--- src/hw/rtl/assert_macros.svh ---
// Assertion helpers shared by the validator modules.
// Every macro samples on the rising edge of clk_i and is quiet while rst_ni is low.
`ifndef ASSERT_MACROS_SVH
`define ASSERT_MACROS_SVH

// A condition that must hold at every clock edge.
`define POV_ASSERT(lbl, cond, msg) \
  lbl: assert property (@(posedge clk_i) disable iff (!rst_ni) (cond)) else $error(msg);

// When ante holds, cons must hold in the same cycle.
`define POV_ASSERT_IMPL(lbl, ante, cons, msg) \
  lbl: assert property (@(posedge clk_i) disable iff (!rst_ni) (ante) |-> (cons)) else $error(msg);

// When ante holds, cons must hold in the next cycle.
`define POV_ASSERT_NEXT(lbl, ante, cons, msg) \
  lbl: assert property (@(posedge clk_i) disable iff (!rst_ni) (ante) |=> (cons)) else $error(msg);

`endif

--- src/hw/rtl/pov_pkg.sv ---
// ----------------------------------------------------------------------------
// Peer offer validator package
// Types, register map and constants shared by the validator modules.
// ----------------------------------------------------------------------------
package pov_pkg;

  localparam int OctetW     = 8;
  localparam int LenW       = 16;
  localparam int ErrW       = 5;
  localparam int CfgDataW   = 32;
  localparam int CfgNumRegs = 6;
  localparam int CfgIdxW    = 3;
  localparam int CfgAddrW   = CfgIdxW + 2;

  // Depth of the queue between the classifier and the TLV walker.
  localparam int QueueDepth = 4;
  localparam int QueuePtrW  = 2;
  localparam int QueueCntW  = 3;

  localparam logic [OctetW-1:0] ShortTlvLen  = 8'd2;
  localparam logic [OctetW-1:0] V4TlvLen     = 8'd6;
  localparam logic [OctetW-1:0] V6TlvLen     = 8'd18;
  localparam logic [OctetW-1:0] V4FullPrefix = 8'd32;
  localparam logic [OctetW-1:0] V6FullPrefix = 8'd128;
  localparam logic [OctetW-1:0] AddFlag      = 8'd1;
  localparam logic [LenW-1:0]   MinPacket    = 16'd3;

  typedef enum logic [CfgIdxW-1:0] {
    RegOffer = 3'd0,
    RegPort  = 3'd1,
    RegHb    = 3'd2,
    RegV4    = 3'd3,
    RegV6    = 3'd4,
    RegPeer  = 3'd5
  } cfg_reg_e;

  typedef enum logic [ErrW-1:0] {
    ErrNone       = 5'd0,
    ErrShort      = 5'd1,
    ErrType       = 5'd2,
    ErrLength     = 5'd3,
    ErrDupPort    = 5'd4,
    ErrPortLen    = 5'd5,
    ErrDupHb      = 5'd6,
    ErrHbLen      = 5'd7,
    ErrAddrLen    = 5'd8,
    ErrAddFlag    = 5'd9,
    ErrPrefix     = 5'd10,
    ErrDupPeer    = 5'd11,
    ErrPeerNul    = 5'd12,
    ErrUnknownTlv = 5'd13,
    ErrNoAddr     = 5'd14,
    ErrNoPort     = 5'd15,
    ErrNoHb       = 5'd16,
    ErrOverrun    = 5'd17
  } err_e;

  typedef struct packed {
    logic [OctetW-1:0] octet;
    logic              final_octet;
  } in_beat_t;

  typedef struct packed {
    logic            accepted;
    logic [ErrW-1:0] error_code;
  } result_t;

  typedef struct packed {
    logic [OctetW-1:0] offer_code;
    logic [OctetW-1:0] port_code;
    logic [OctetW-1:0] hb_code;
    logic [OctetW-1:0] v4_code;
    logic [OctetW-1:0] v6_code;
    logic [OctetW-1:0] peer_code;
  } cfg_t;

  localparam cfg_t CfgReset = '{
    offer_code: 8'd0,
    port_code:  8'd1,
    hb_code:    8'd2,
    v4_code:    8'd3,
    v6_code:    8'd4,
    peer_code:  8'd5
  };

  // A byte together with every comparison the walker may need for it.
  typedef struct packed {
    logic [OctetW-1:0] octet;
    logic              final_octet;
    logic              is_offer;
    logic              m_port;
    logic              m_hb;
    logic              m_v4;
    logic              m_v6;
    logic              m_peer;
    logic              is_zero;
    logic              is_add;
    logic              is_short_len;
    logic              is_v4_len;
    logic              is_v6_len;
    logic              is_v4_full;
    logic              is_v6_full;
  } cls_beat_t;

endpackage

--- src/hw/rtl/peer_offer_tlv_validator.sv ---
// ----------------------------------------------------------------------------
// Peer offer TLV validator
// Streams a peer offer signal byte by byte and reports accept or first error.
// ----------------------------------------------------------------------------
//
//   Channel   Handshake              Payload                Direction
//   --------  ---------------------  ---------------------  ---------
//   bytes     push / full            in_beat_i (in_beat_t)  in
//   verdicts  empty / pop            result_o (result_t)    out
//   config    psel/penable/pready    paddr, pwdata, prdata  in/out
//
// One byte beat is taken every clock cycle while full is low; the TLV
// walker consumes one beat per cycle from a four-entry queue while a
// verdict buffer entry is free; each verdict is registered for result_o.
// The two-entry verdict buffer stalls the walker only when both entries wait.
// Reset clears the queues and the walker and loads the default type codes.
//
// The front end compares each incoming byte against the configured type
// codes and the fixed length and prefix values, so the walker in the back
// end sees single-bit flags. The walker tracks the header (message
// type, big-endian length), the TLV phase and which mandatory TLVs were
// seen, keeps the first fault, and on the last byte ranks the faults into
// one error code and queues it. Configuration must be written only while
// no packet is in flight; the user must ensure this, the block does not.

module peer_offer_tlv_validator (
  input  logic                          clk_i,
  input  logic                          rst_ni,
  // Byte input queue interface.
  input  logic                          push,
  output logic                          full,
  input  pov_pkg::in_beat_t             in_beat_i,
  // Verdict output queue interface.
  output logic                          empty,
  input  logic                          pop,
  output pov_pkg::result_t              result_o,
  // Register port.
  input  logic                          psel,
  input  logic                          penable,
  input  logic                          pwrite,
  input  logic [pov_pkg::CfgAddrW-1:0]  paddr,
  input  logic [pov_pkg::CfgDataW-1:0]  pwdata,
  output logic [pov_pkg::CfgDataW-1:0]  prdata,
  output logic                          pready
);

  pov_pkg::cfg_t      cfg;
  pov_pkg::cls_beat_t wr_beat;
  pov_pkg::cls_beat_t rd_beat;
  logic               q_wr;
  logic               q_rd;
  logic               q_full;
  logic               q_empty;

  pov_cfg_regs u_cfg_regs (
    .clk_i   (clk_i),
    .rst_ni  (rst_ni),
    .psel    (psel),
    .penable (penable),
    .pwrite  (pwrite),
    .paddr   (paddr),
    .pwdata  (pwdata),
    .prdata  (prdata),
    .pready  (pready),
    .cfg_o   (cfg)
  );

  pov_front u_front (
    .push      (push),
    .full      (full),
    .in_beat_i (in_beat_i),
    .cfg_i     (cfg),
    .q_full_i  (q_full),
    .q_wr_o    (q_wr),
    .q_beat_o  (wr_beat)
  );

  pov_queue u_queue (
    .clk_i     (clk_i),
    .rst_ni    (rst_ni),
    .wr_i      (q_wr),
    .wr_beat_i (wr_beat),
    .rd_i      (q_rd),
    .rd_beat_o (rd_beat),
    .full_o    (q_full),
    .empty_o   (q_empty)
  );

  pov_back u_back (
    .clk_i     (clk_i),
    .rst_ni    (rst_ni),
    .q_empty_i (q_empty),
    .q_beat_i  (rd_beat),
    .q_rd_o    (q_rd),
    .empty     (empty),
    .pop       (pop),
    .result_o  (result_o)
  );

endmodule

--- src/hw/rtl/pov_cfg_regs.sv ---
// ----------------------------------------------------------------------------
// Peer offer validator configuration registers
// APB-style register file holding the message and TLV type codes.
// ----------------------------------------------------------------------------
module pov_cfg_regs (
  input  logic                            clk_i,
  input  logic                            rst_ni,
  input  logic                            psel,
  input  logic                            penable,
  input  logic                            pwrite,
  input  logic [pov_pkg::CfgAddrW-1:0]    paddr,
  input  logic [pov_pkg::CfgDataW-1:0]    pwdata,
  output logic [pov_pkg::CfgDataW-1:0]    prdata,
  output logic                            pready,
  output pov_pkg::cfg_t                   cfg_o
);

  pov_pkg::cfg_t    cfg_q, cfg_d;
  pov_pkg::cfg_reg_e reg_sel;
  logic             wr_en;
  logic [pov_pkg::OctetW-1:0] rd_byte;

  assign pready  = 1'b1;
  assign wr_en   = psel && penable && pwrite && pready;
  assign reg_sel = pov_pkg::cfg_reg_e'(paddr[pov_pkg::CfgAddrW-1:2]);

  always_comb begin
    cfg_d = cfg_q;
    if (wr_en) begin
      unique case (reg_sel)
        pov_pkg::RegOffer: cfg_d.offer_code = pwdata[pov_pkg::OctetW-1:0];
        pov_pkg::RegPort:  cfg_d.port_code  = pwdata[pov_pkg::OctetW-1:0];
        pov_pkg::RegHb:    cfg_d.hb_code    = pwdata[pov_pkg::OctetW-1:0];
        pov_pkg::RegV4:    cfg_d.v4_code    = pwdata[pov_pkg::OctetW-1:0];
        pov_pkg::RegV6:    cfg_d.v6_code    = pwdata[pov_pkg::OctetW-1:0];
        pov_pkg::RegPeer:  cfg_d.peer_code  = pwdata[pov_pkg::OctetW-1:0];
        default:           cfg_d = cfg_q;
      endcase
    end
  end

  always_comb begin
    unique case (reg_sel)
      pov_pkg::RegOffer: rd_byte = cfg_q.offer_code;
      pov_pkg::RegPort:  rd_byte = cfg_q.port_code;
      pov_pkg::RegHb:    rd_byte = cfg_q.hb_code;
      pov_pkg::RegV4:    rd_byte = cfg_q.v4_code;
      pov_pkg::RegV6:    rd_byte = cfg_q.v6_code;
      pov_pkg::RegPeer:  rd_byte = cfg_q.peer_code;
      default:           rd_byte = '0;
    endcase
  end

  assign prdata = {{(pov_pkg::CfgDataW - pov_pkg::OctetW){1'b0}}, rd_byte};
  assign cfg_o  = cfg_q;

  always_ff @(posedge clk_i or negedge rst_ni) begin
    if (!rst_ni) begin
      cfg_q <= pov_pkg::CfgReset;
    end else begin
      cfg_q <= cfg_d;
    end
  end

endmodule

--- src/hw/rtl/pov_front.sv ---
// ----------------------------------------------------------------------------
// Peer offer validator front end
// Accepts input beats and tags each byte with its code and value comparisons.
// ----------------------------------------------------------------------------
module pov_front (
  input  logic                  push,
  output logic                  full,
  input  pov_pkg::in_beat_t     in_beat_i,
  input  pov_pkg::cfg_t         cfg_i,
  input  logic                  q_full_i,
  output logic                  q_wr_o,
  output pov_pkg::cls_beat_t    q_beat_o
);

  logic [pov_pkg::OctetW-1:0] b;

  assign b      = in_beat_i.octet;
  assign full   = q_full_i;
  assign q_wr_o = push && !q_full_i;

  // Compares against codes and constants happen here, so the walker sees single flags.
  always_comb begin
    q_beat_o.octet        = b;
    q_beat_o.final_octet  = in_beat_i.final_octet;
    q_beat_o.is_offer     = (b == cfg_i.offer_code);
    q_beat_o.m_port       = (b == cfg_i.port_code);
    q_beat_o.m_hb         = (b == cfg_i.hb_code);
    q_beat_o.m_v4         = (b == cfg_i.v4_code);
    q_beat_o.m_v6         = (b == cfg_i.v6_code);
    q_beat_o.m_peer       = (b == cfg_i.peer_code);
    q_beat_o.is_zero      = (b == '0);
    q_beat_o.is_add       = (b == pov_pkg::AddFlag);
    q_beat_o.is_short_len = (b == pov_pkg::ShortTlvLen);
    q_beat_o.is_v4_len    = (b == pov_pkg::V4TlvLen);
    q_beat_o.is_v6_len    = (b == pov_pkg::V6TlvLen);
    q_beat_o.is_v4_full   = (b == pov_pkg::V4FullPrefix);
    q_beat_o.is_v6_full   = (b == pov_pkg::V6FullPrefix);
  end

endmodule

--- src/hw/rtl/pov_queue.sv ---
// ----------------------------------------------------------------------------
// Peer offer validator beat queue
// Short queue of classified beats between the front end and the TLV walker.
// ----------------------------------------------------------------------------
`include "assert_macros.svh"

module pov_queue (
  input  logic                 clk_i,
  input  logic                 rst_ni,
  input  logic                 wr_i,
  input  pov_pkg::cls_beat_t   wr_beat_i,
  input  logic                 rd_i,
  output pov_pkg::cls_beat_t   rd_beat_o,
  output logic                 full_o,
  output logic                 empty_o
);

  pov_pkg::cls_beat_t                mem_q [pov_pkg::QueueDepth];
  logic [pov_pkg::QueuePtrW-1:0]     wr_ptr_q, rd_ptr_q;
  logic [pov_pkg::QueueCntW-1:0]     cnt_q;
  logic                              wr_en, rd_en;

  assign full_o    = (cnt_q == pov_pkg::QueueCntW'(pov_pkg::QueueDepth));
  assign empty_o   = (cnt_q == '0);
  assign wr_en     = wr_i && !full_o;
  assign rd_en     = rd_i && !empty_o;
  assign rd_beat_o = mem_q[rd_ptr_q];

  always_ff @(posedge clk_i) begin
    if (wr_en) begin
      mem_q[wr_ptr_q] <= wr_beat_i;
    end
  end

  always_ff @(posedge clk_i or negedge rst_ni) begin
    if (!rst_ni) begin
      wr_ptr_q <= '0;
      rd_ptr_q <= '0;
      cnt_q    <= '0;
    end else begin
      if (wr_en) begin
        wr_ptr_q <= wr_ptr_q + 1'b1;
      end
      if (rd_en) begin
        rd_ptr_q <= rd_ptr_q + 1'b1;
      end
      if (wr_en && !rd_en) begin
        cnt_q <= cnt_q + 1'b1;
      end else if (rd_en && !wr_en) begin
        cnt_q <= cnt_q - 1'b1;
      end
    end
  end

  // Fill level and pointers must stay in step.
  `POV_ASSERT_NEXT(a_q_fill, wr_en && !rd_en, cnt_q == $past(cnt_q) + 1'b1, "queue fill lost a write")
  `POV_ASSERT_IMPL(a_q_ptrs, !full_o && !empty_o, (wr_ptr_q - rd_ptr_q) == cnt_q[pov_pkg::QueuePtrW-1:0], "queue pointers disagree with fill level")

endmodule

--- src/hw/rtl/pov_back.sv ---
// ----------------------------------------------------------------------------
// Peer offer validator back end
// Walks the header and TLVs byte by byte and queues one verdict per packet.
// ----------------------------------------------------------------------------
`include "assert_macros.svh"

module pov_back (
  input  logic                 clk_i,
  input  logic                 rst_ni,
  input  logic                 q_empty_i,
  input  pov_pkg::cls_beat_t   q_beat_i,
  output logic                 q_rd_o,
  output logic                 empty,
  input  logic                 pop,
  output pov_pkg::result_t     result_o
);

  typedef enum logic [1:0] {
    PhType,
    PhLen,
    PhValue
  } phase_e;

  typedef enum logic [2:0] {
    KindNone,
    KindPort,
    KindHb,
    KindV4,
    KindV6,
    KindPeer
  } kind_e;

  localparam int SeenPort = 0;
  localparam int SeenHb   = 1;
  localparam int SeenAddr = 2;
  localparam int SeenPeer = 3;

  logic [pov_pkg::LenW-1:0]   byte_cnt_q, byte_cnt_d;
  logic [pov_pkg::LenW-1:0]   decl_len_q, decl_len_d;
  phase_e                     phase_q, phase_d;
  kind_e                      kind_q, kind_d;
  logic [pov_pkg::OctetW-1:0] tlv_len_q, tlv_len_d;
  logic [pov_pkg::OctetW-1:0] offset_q, offset_d;
  logic [3:0]                 seen_q, seen_d;
  pov_pkg::err_e              first_err_q, first_err_d;

  pov_pkg::result_t           res_q [2];
  logic                       res_wr_q, res_rd_q;
  logic [1:0]                 res_cnt_q;

  logic                       consume, res_push, res_pop;
  logic                       hit;
  pov_pkg::err_e              hit_code;
  pov_pkg::err_e              verdict;
  logic                       last_value;
  logic                       prefix_full;
  pov_pkg::cls_beat_t         bt;

  assign bt       = q_beat_i;
  assign consume  = !q_empty_i && (res_cnt_q != 2'd2);
  assign q_rd_o   = consume;
  assign res_push = consume && bt.final_octet;
  assign empty    = (res_cnt_q == 2'd0);
  assign res_pop  = pop && !empty;
  assign result_o = res_q[res_rd_q];

  assign last_value  = ({1'b0, offset_q} + 9'd1) == {1'b0, tlv_len_q};
  assign prefix_full = (kind_q == KindV4) ? bt.is_v4_full : bt.is_v6_full;

  // Next walker state for the beat at the head of the queue.
  always_comb begin
    decl_len_d = decl_len_q;
    phase_d    = phase_q;
    kind_d     = kind_q;
    tlv_len_d  = tlv_len_q;
    offset_d   = offset_q;
    seen_d     = seen_q;
    hit        = 1'b0;
    hit_code   = pov_pkg::ErrNone;

    if (byte_cnt_q == 16'd0) begin
      if (!bt.is_offer) begin
        hit      = 1'b1;
        hit_code = pov_pkg::ErrType;
      end
    end else if (byte_cnt_q == 16'd1) begin
      decl_len_d = {bt.octet, decl_len_q[pov_pkg::OctetW-1:0]};
    end else if (byte_cnt_q == 16'd2) begin
      decl_len_d = {decl_len_q[pov_pkg::LenW-1:pov_pkg::OctetW], bt.octet};
    end else begin
      unique case (phase_q)
        PhType: begin
          kind_d  = KindNone;
          phase_d = PhLen;
          // Equal codes resolve in the order port, heartbeat, IPv4, IPv6, peer.
          if (bt.m_port) begin
            if (seen_q[SeenPort]) begin
              hit = 1'b1; hit_code = pov_pkg::ErrDupPort;
            end else begin
              kind_d = KindPort;
            end
          end else if (bt.m_hb) begin
            if (seen_q[SeenHb]) begin
              hit = 1'b1; hit_code = pov_pkg::ErrDupHb;
            end else begin
              kind_d = KindHb;
            end
          end else if (bt.m_v4) begin
            kind_d = KindV4;
          end else if (bt.m_v6) begin
            kind_d = KindV6;
          end else if (bt.m_peer) begin
            if (seen_q[SeenPeer]) begin
              hit = 1'b1; hit_code = pov_pkg::ErrDupPeer;
            end else begin
              kind_d = KindPeer;
            end
          end else begin
            hit = 1'b1; hit_code = pov_pkg::ErrUnknownTlv;
          end
        end
        PhLen: begin
          tlv_len_d = bt.octet;
          offset_d  = '0;
          phase_d   = bt.is_zero ? PhType : PhValue;
          unique case (kind_q)
            KindPort: begin
              if (!bt.is_short_len) begin
                hit = 1'b1; hit_code = pov_pkg::ErrPortLen;
              end else begin
                seen_d[SeenPort] = 1'b1;
              end
              kind_d = KindNone;
            end
            KindHb: begin
              if (!bt.is_short_len) begin
                hit = 1'b1; hit_code = pov_pkg::ErrHbLen;
              end else begin
                seen_d[SeenHb] = 1'b1;
              end
              kind_d = KindNone;
            end
            KindV4: begin
              if (!bt.is_v4_len) begin
                hit = 1'b1; hit_code = pov_pkg::ErrAddrLen; kind_d = KindNone;
              end
            end
            KindV6: begin
              if (!bt.is_v6_len) begin
                hit = 1'b1; hit_code = pov_pkg::ErrAddrLen; kind_d = KindNone;
              end
            end
            KindPeer: begin
              // An empty peer type string is legal.
              if (bt.is_zero) begin
                seen_d[SeenPeer] = 1'b1;
                kind_d = KindNone;
              end
            end
            default: kind_d = kind_q;
          endcase
        end
        PhValue: begin
          if (kind_q == KindV4 || kind_q == KindV6) begin
            if (offset_q == '0 && !bt.is_add) begin
              hit = 1'b1; hit_code = pov_pkg::ErrAddFlag; kind_d = KindNone;
            end else if (last_value) begin
              if (!prefix_full) begin
                hit = 1'b1; hit_code = pov_pkg::ErrPrefix;
              end else begin
                seen_d[SeenAddr] = 1'b1;
              end
              kind_d = KindNone;
            end
          end else if (kind_q == KindPeer) begin
            if (bt.is_zero) begin
              hit = 1'b1; hit_code = pov_pkg::ErrPeerNul; kind_d = KindNone;
            end else if (last_value) begin
              seen_d[SeenPeer] = 1'b1;
              kind_d = KindNone;
            end
          end
          if (last_value) begin
            phase_d  = PhType;
            offset_d = '0;
          end else begin
            offset_d = offset_q + 1'b1;
          end
        end
        default: phase_d = PhType;
      endcase
    end

    first_err_d = (hit && first_err_q == pov_pkg::ErrNone) ? hit_code : first_err_q;
    // The count sticks at its top value on very long packets.
    byte_cnt_d  = (byte_cnt_q == '1) ? byte_cnt_q : byte_cnt_q + 1'b1;
  end

  // Verdict for a packet that ends on this beat, in reporting precedence.
  always_comb begin
    if (byte_cnt_d < pov_pkg::MinPacket) begin
      verdict = pov_pkg::ErrShort;
    end else if (first_err_d == pov_pkg::ErrType) begin
      verdict = pov_pkg::ErrType;
    end else if (decl_len_d != byte_cnt_d) begin
      verdict = pov_pkg::ErrLength;
    end else if (first_err_d != pov_pkg::ErrNone) begin
      verdict = first_err_d;
    end else if (!seen_d[SeenAddr]) begin
      verdict = pov_pkg::ErrNoAddr;
    end else if (!seen_d[SeenPort]) begin
      verdict = pov_pkg::ErrNoPort;
    end else if (!seen_d[SeenHb]) begin
      verdict = pov_pkg::ErrNoHb;
    end else if (phase_d != PhType) begin
      verdict = pov_pkg::ErrOverrun;
    end else begin
      verdict = pov_pkg::ErrNone;
    end
  end

  always_ff @(posedge clk_i) begin
    if (res_push) begin
      res_q[res_wr_q].accepted   <= (verdict == pov_pkg::ErrNone);
      res_q[res_wr_q].error_code <= verdict;
    end
  end

  always_ff @(posedge clk_i or negedge rst_ni) begin
    if (!rst_ni) begin
      byte_cnt_q  <= '0;
      decl_len_q  <= '0;
      phase_q     <= PhType;
      kind_q      <= KindNone;
      tlv_len_q   <= '0;
      offset_q    <= '0;
      seen_q      <= '0;
      first_err_q <= pov_pkg::ErrNone;
      res_wr_q    <= 1'b0;
      res_rd_q    <= 1'b0;
      res_cnt_q   <= 2'd0;
    end else begin
      if (consume) begin
        if (bt.final_octet) begin
          byte_cnt_q  <= '0;
          decl_len_q  <= '0;
          phase_q     <= PhType;
          kind_q      <= KindNone;
          tlv_len_q   <= '0;
          offset_q    <= '0;
          seen_q      <= '0;
          first_err_q <= pov_pkg::ErrNone;
        end else begin
          byte_cnt_q  <= byte_cnt_d;
          decl_len_q  <= decl_len_d;
          phase_q     <= phase_d;
          kind_q      <= kind_d;
          tlv_len_q   <= tlv_len_d;
          offset_q    <= offset_d;
          seen_q      <= seen_d;
          first_err_q <= first_err_d;
        end
      end
      if (res_push) begin
        res_wr_q <= ~res_wr_q;
      end
      if (res_pop) begin
        res_rd_q <= ~res_rd_q;
      end
      if (res_push && !res_pop) begin
        res_cnt_q <= res_cnt_q + 1'b1;
      end else if (res_pop && !res_push) begin
        res_cnt_q <= res_cnt_q - 1'b1;
      end
    end
  end

  `POV_ASSERT_NEXT(a_pkt_clear, consume && bt.final_octet, byte_cnt_q == '0 && first_err_q == pov_pkg::ErrNone, "walker state not cleared after last byte")
  `POV_ASSERT_IMPL(a_value_len, phase_q == PhValue, tlv_len_q != '0, "value phase entered for an empty TLV")

endmodule

--- config.mk ---
export PLATFORM = sky130hd
export DESIGN_NAME = peer_offer_tlv_validator
export DESIGN_NICKNAME = d
export VERILOG_FILES = /design/src/hw/rtl/pov_pkg.sv /design/src/hw/rtl/peer_offer_tlv_validator.sv /design/src/hw/rtl/pov_cfg_regs.sv /design/src/hw/rtl/pov_front.sv /design/src/hw/rtl/pov_queue.sv /design/src/hw/rtl/pov_back.sv
export VERILOG_INCLUDE_DIRS = /design/src /design/src/hw/rtl
export SDC_FILE = /design/constraint.sdc
export NUM_CORES = 1
export LEC_CHECK = 0
export BUFFER_PORTS_ARGS = -buffer_cell sky130_fd_sc_hd__clkbuf_2
export CORE_UTILIZATION = 60
export DETAILED_ROUTE_END_ITERATION = 6
export PLACE_DENSITY = 0.79
export SETUP_SLACK_MARGIN = 0.4
export SKIP_CTS_REPAIR_TIMING = 1
export SKIP_LAST_GASP = 1
export SLEW_MARGIN = 25
export SYNTH_ARGS = -nofsm -noshare
export SYNTH_HDL_FRONTEND = slang
export SYNTH_SLANG_ARGS = --single-unit
--- constraint.sdc ---
create_clock -name clk_i -period 5.4 [get_ports clk_i]
set_input_delay 0.81 -clock clk_i [delete_from_list [all_inputs] [get_ports clk_i]]
set_output_delay 0.81 -clock clk_i [all_outputs]
set_load 0.01 [all_outputs]
* After elaboration in Yosys (flattened, before gate mapping)
Memory sizes are Yosys's and may differ from the RTL's.
Index checks and enable logic that the tools add are counted.
** Operators by class
- $add $sub $neg :: 9
- $lt $le $gt $ge :: 1
- Eq/ne operators :: 46
- Muxes and demuxes :: 134
- Bitwise operators :: 2
- Reductions and logical operators :: 50
** Operator list (count)
- two-way mux 5 bit :: 21
- two-way mux 8 bit :: 11
- two-way mux 16 bit :: 5
- two-way mux 3 bit :: 24
- == test 8 bit :: 6
- case mux 8 bit (6 select lines) :: 1
- two-way mux 1 bit :: 42
- two-way mux 4 bit :: 10
- two-way mux 2 bit :: 11
- case mux 5 bit (4 select lines) :: 1
- adder 16 x 1 -> 16 bit (second input constant) :: 1
- == test 16 x 1 -> 1 bit (second input constant) :: 1
- == test 16 bit (second input constant) :: 1
- == test 16 x 2 -> 1 bit (second input constant) :: 1
- zero test 16 bit :: 1
- zero test 8 bit :: 2
- < comparator 16 x 2 -> 1 bit (second input constant) :: 1
- inequality test 16 bit :: 1
- case mux 8 bit (2 select lines) :: 1
- == test 3 bit (second input constant) :: 5
- case mux 5 bit (3 select lines) :: 1
- logical AND 1 bit :: 14
- == test 3 x 2 -> 1 bit (second input constant) :: 4
- inequality test 3 x 1 -> 1 bit (second input constant) :: 4
- 44 further kinds :: 72
** Storage, ports and cells
- Bits in registers :: 121
- Bits in writable memories :: 100
- Output and inout bits :: 41
- Word-level logic and storage cells :: 265
- Memories kept :: 2
** Memories
- u_queue.mem_q :: depth 4, width 22, read ports 1, clocked after memory_dff 0, write ports 1, line pov_queue.sv:18 : pov_pkg::cls_beat_t mem_q [pov_pkg::QueueDepth];
- u_back.res_q :: depth 2, width 6, read ports 1, clocked after memory_dff 0, write ports 1, line pov_back.sv:47 : pov_pkg::result_t res_q [2];

* Depth between registers and ports, before layout
- Depth in word-level cells :: 18
- Gate-level depth with buffers :: 12
- Mapped depth without buffers :: 11

* Modules after synthesis
A second synthesis with hierarchy kept.
** Second synthesis, totals
- Cell total of the unflattened synthesis :: 1061
- Area, all modules :: 12289.3 µm²
** By module, submodules not included
- pov_back :: instances 1, cells an instance 623, area an instance 5418.9 µm²
- pov_queue :: instances 1, cells an instance 151, area an instance 3628.5 µm²
- pov_cfg_regs :: instances 1, cells an instance 187, area an instance 2487.4 µm²
- pov_front :: instances 1, cells an instance 100, area an instance 754.5 µm²

* Worst setup path after synthesis
No wires, ideal clock.
- Kind :: flip-flop to flip-flop
- From :: register u_back.byte_cnt_q[0] in the netlist's numbering
- To :: memory u_back.res_q[0][5] in the netlist's numbering (data pin)
- Library setup time :: 0.278 ns
- Arrival time :: 3.104 ns
- Data required time :: 5.122 ns
- Slack :: 2.018 ns
- Cell stages (with the launch flop) :: 13
- Period minus slack after synthesis :: 3.382 ns
- Path through :: dfrtp_1 > inv_1 > ha_1 > or4b_2 > nor4_1 > buf_4 > mux2i_1 > xor2_1 > nand4b_1 > nor4b_2 > o2111ai_2 > a2111oi_2 > a2111oi_2
** On the way
- Cells in the longest elaborated chain, start to end :: 14
- Elaborated cells between the ends (all ways) :: 37
- Those cells by class :: add/sub (1); order compare (1); eq/ne (5); mux (25); reduce/logical (5)
** RTL lines
- start, declared :: line pov_back.sv:38 : logic [pov_pkg::LenW-1:0] byte_cnt_q, byte_cnt_d;
- start signal, assigned :: line pov_back.sv:254 : byte_cnt_q <= byte_cnt_d;
- branches (longest 12 deep; another with adder 16 x 1 -> 16 bit)
- two-way mux 5 bit (*) :: line pov_back.sv:201 : if (byte_cnt_d < pov_pkg::MinPacket) begin
- net u_back.verdict[4] :: line pov_back.sv:54 : pov_pkg::err_e verdict;
- zero test 5 bit (*) :: line pov_back.sv:224 : res_q[res_wr_q].accepted <= (verdict == pov_pkg::ErrNone);
- end, declared :: line pov_back.sv:47
Mark *: on every way through the listed nets, which the timed path passes. The select of a mux whose other input is x is not followed.

* Final worst setup path
- From :: register u_back.byte_cnt_q[1] in the netlist's numbering
- To :: memory u_back.res_q[1][5] in the netlist's numbering (data pin)
** On the way
- Cells in the longest elaborated chain, start to end :: 14
- Elaborated cells between the ends (all ways) :: 37
- Those cells by class :: add/sub (1); order compare (1); eq/ne (5); mux (25); reduce/logical (5)
** RTL lines (line)
- branches (longest 12 deep; another with adder 16 x 1 -> 16 bit)
- two-way mux 5 bit (*) :: pov_back.sv:201
- zero test 5 bit (*) :: pov_back.sv:224
Mark *: on every way between the ends. The select of a mux whose other input is x is not followed.

==> reports/qor.tcl <==
set qor(worstSetupPathType) {reg2reg}
set qor(clock_group_share_of_total_power_pct) 26.2
set qor(drt.antenna.violating_nets) 0
set qor(rows) 51
set qor(synth_area_leader_cell) {edfxtp_1}
set qor(antenna_found_initial) 0
set qor(tritoncts) {done}
set qor(final.period_utilization_pct) 75.0
set qor(critical_path_arrival_ns) 4.35
set qor(first_pass_grt_wire_length_um) 41700
set qor(share_seq_of_total_power_pct) 37.6
set qor(reg2regPathDepth) 10
set qor(timing.critical_path.slowest_stage_cell) {or4_1}
set qor(period_needed_ns) 4.05
set qor(detailed_place_hpwl_um) 18600
set qor(max_slew_margin_pct) 41.6
set qor(place_congestion) 0.910
set qor(cts_made_buffers) 24
set qor(cts.reportedPaths.clkPinSlew_ns) 0.06
set qor(holdCritPathClass) {in2async}
set qor(synth_cell_type_count) 78
set qor(netSwitchingPower_mw) 2.32
set qor(die-height_um) 142
set qor(vias) 8144
set qor(synthArstFlopShare_pct) 54.8
set qor(ys_seq_elements) 221
set qor(outcome) {completed}
set qor(antenna_cells_inserted) 0
set qor(fmaxAchievable_mhz) 247
set qor(initial_utilization_pct) 61.0
set qor(fin_tns_setup_ns) 0
set qor(drcViolationCount) 0
set qor(power.total_mw) 6.40
set qor(synth_edf_count) 100
set qor(area_growth_syn_to_layout_pct) 9.73
set qor(setup.worst_path.end_class) {register}
set qor(clock_sink_count) 221
set qor(design.die.area_um2) 20300
set qor(yosysSeqAreaShare_pct) 51.0
set qor(grt_util_all_layers_pct) 26.3
set qor(setup.worst_path.start) {u_back.byte_cnt_q[1]$_DFFE_PN0P_}
set qor(numPortBuffers) 42
set qor(cts.htree.levels) 1
set qor(drv_cap) 0
set qor(rr_startpoint) {u_back.byte_cnt_q[1]$_DFFE_PN0P_}
set qor(worst_path_largest_cell_delay_ns) 0.74
set qor(overflow) 0
set qor(series_of_cell_instances_along_the_critical_path) {ha_1, nand4_1, or4_1, nand4_1, xor2_1, nor2b_1, nand4_1, nor3_1, a21oi_1, a2111oi_2}
set qor(intPower_mw) 4.08
set qor(unrepaired_setup_endpoints_after_global_routing) {no}
set qor(timing_hold_violations_final) 0
set qor(setup_viol_count_final) 0
set qor(worst_path_most_repeated_cell) {nand4_1}
set qor(cts_buffer_depth) 3
set qor(mean_area_per_synthesized_cell_um2) 11.8
set qor(drt_iter0_markers) 549
set qor(drt-total-wl_um) 26400
set qor(worst-endpoint-required_ns) 5.70
set qor(share_of_yosys_cell_area_claimed_by_the_top_area_cell_type_pct) 25.4
set qor(firstDrtPassIters) 7
set qor(regToRegEndpoint) {u_back.res_q[1][5]$_DFFE_PP_}
set qor(timing_worst_slew_pin_value_ns) 0.871
set qor(p_leak_nw) 5.20
set qor(power_per_cell_area_nw_per_um2) 493
set qor(critical_path.n_buffers_inverters) 0
set qor(post_drt_wl_per_cell_um) 20.0
set qor(postSynth.topFlopCell) {dfrtp_1}
set qor(slew_viol_final) 0
set qor(drt-vias-per-instance) 6.17
set qor(core_area_um2) 19400
set qor(path_delay_family) {simple AND/OR/NAND/NOR gates}
set qor(grt_max_degree) 57
set qor(setup.worst_path.end) {u_back.res_q[1][5]$_DFFE_PP_}
set qor(power.combinational.fraction_pct) 36.2
set qor(path_depth) 10
set qor(cell_area_after_technology_mapping_um2) 11800
set qor(yosysWarnings) 0
set qor(worst_clock_skew_ns) 0.0141
set qor(die_w_um) 142
set qor(worst-r2r-setup-slack_ns) 1.35
set qor(synth_area_leaders) {edfxtp_1 25%, dfrtp_1 24%, mux2_2 6.0%}
set qor(worstPathMaxFanout) 9
set qor(clock_latency_of_the_later_clocked_register_in_the_worst_skew_pair_ns) 0.52
set qor(timing.critical_path.from_type) {register}
set qor(nets) 1109
set qor(vdd.ir_drop.worst_v) 0.000296
set qor(root_buffer) {clkbuf_16}
set qor(num_io_pins) 94
set qor(drive_gt1_share_pct) 20.2
set qor(vias_in_the_first_global_route) 7961
set qor(power.share.switching_pct) 36.3
set qor(synthesis.instances) 1007
## routing by layer
layer  vias up  part of all wire, %  track usage, %
met3        53                  5.7            3.57
met1      4011                   43            34.8
met5         -                    0               0
li1       3765                    -               -
met4         0                  2.6            9.56
met2       315                   49            44.5
## power groups by stage
stage / Clock [mW] / Sequential, mW / Combinational (mW)
after CTS: 1.70 / 2.41 / 2.31
after global placement: 0 / 2.42 / 2.24
after detailed placement: 0 / 2.44 / 2.29
after floorplan: 0 / 2.32 / 1.76
final: 1.68 / 2.41 / 2.32
after global routing: 1.77 / 2.45 / 2.51
## metrics by stage
step	setup slack, ns	std cells	util (%)	area [um2]	hold slack, ns
after floorplan	2.02	1030	-	11900	0.457
after global placement	1.55	1277	62.7	12200	0.475
after detailed placement	1.44	1277	62.8	12200	0.481
after CTS	1.42	1321	67.0	13000	0.216
after global routing	1.15	1321	67.0	13000	0.237
final	1.35	1321	67.0	13000	0.218
## worst min path at each step
| stage | start | to | slack, ns | cells after the start |
|---|---|---|---|---|
| detailed placement | u_back.res_wr_q$_DFFE_PN0P_ | u_back.res_wr_q$_DFFE_PN0P_ | 0.48 | 1 |
| global placement | u_back.res_wr_q$_DFFE_PN0P_ | u_back.res_wr_q$_DFFE_PN0P_ | 0.47 | 1 |
| finish | rst_ni | u_back.offset_q[6]$_DFFE_PN0P_ | 0.22 | 1 |
| floorplan | u_queue.cnt_q[2]$_DFFE_PN0P_ | u_queue.cnt_q[2]$_DFFE_PN0P_ | 0.46 | 1 |
| CTS | rst_ni | u_back.offset_q[6]$_DFFE_PN0P_ | 0.22 | 1 |
| global route | rst_ni | u_back.offset_q[6]$_DFFE_PN0P_ | 0.24 | 1 |
## worst register-to-register path: cells and delay by family, from the launching register on
kind / cells / cell delay, ns
simple gates: 6 / 2.16
fa+ha+maj: 1 / 0.31
xor+xnor: 1 / 0.29
flops: 1 / 0.47
compound gates: 2 / 0.61
## cell usage after synthesis, drive strengths merged, types with 15 or more instances
library cell	count
a21oi	24
a22o	17
and2	15
buf	37
clkbuf	34
dfrtp	114
edfxtp	100
ha	17
inv	28
mux2	64
mux2i	29
mux4	22
nand2	75
nand3	23
nand4	24
nor2	43
nor3	15
o21ai	57
xnor2	70
## cells in the final DEF, fill, tap and decap left out, types with 14 or more instances in the layout
master     count
nand2_1       74
ha_1          17
mux2i_1       29
mux4_2        22
dfrtp_1      114
edfxtp_1     100
nand4_1       24
nand3_1       23
conb_1        25
o21ai_0       54
nor2_1        43
clkbuf_2      41
xor2_1        14
a21oi_1       23
inv_1         28
xnor2_1       70
clkbuf_16     25
a22o_1        17
mux2_2        63
## flip-flops by register name, summed over array words and instances, names as in the netlist, 3 cells and up
signal	flops
u_queue.mem_q	88
u_cfg_regs.cfg_o	48
u_back.byte_cnt_q	16
u_back.decl_len_q	16
u_back.res_q	12
u_back.offset_q	8
u_back.tlv_len_q	8
u_back.first_err_q	5
u_back.seen_q	4
u_back.kind_q	3
u_queue.cnt_q	3
## area by class of cell
type	count	area, um2
fill	1461	6400
sequential	221	6040
multi-input combinational	710	5410
clock buffer	28	647
tap	265	332
timing repair buffer	53	295
clock inverter	16	165
inverter	28	105
## kinds of logic (layout without fill, tap and decap cells)
family,count (synthesis),count (layout),synth area share (%)
compound gates,181,181,10.5
xor+xnor,84,84,6.21
fa+ha+maj,18,18,1.97
buf+inv,99,125,4.17
flops,221,221,51.0
mux,115,115,12.8
other cells,2,25,0.0634
simple gates,287,287,13.3
Power figures use the tool's default switching activity.
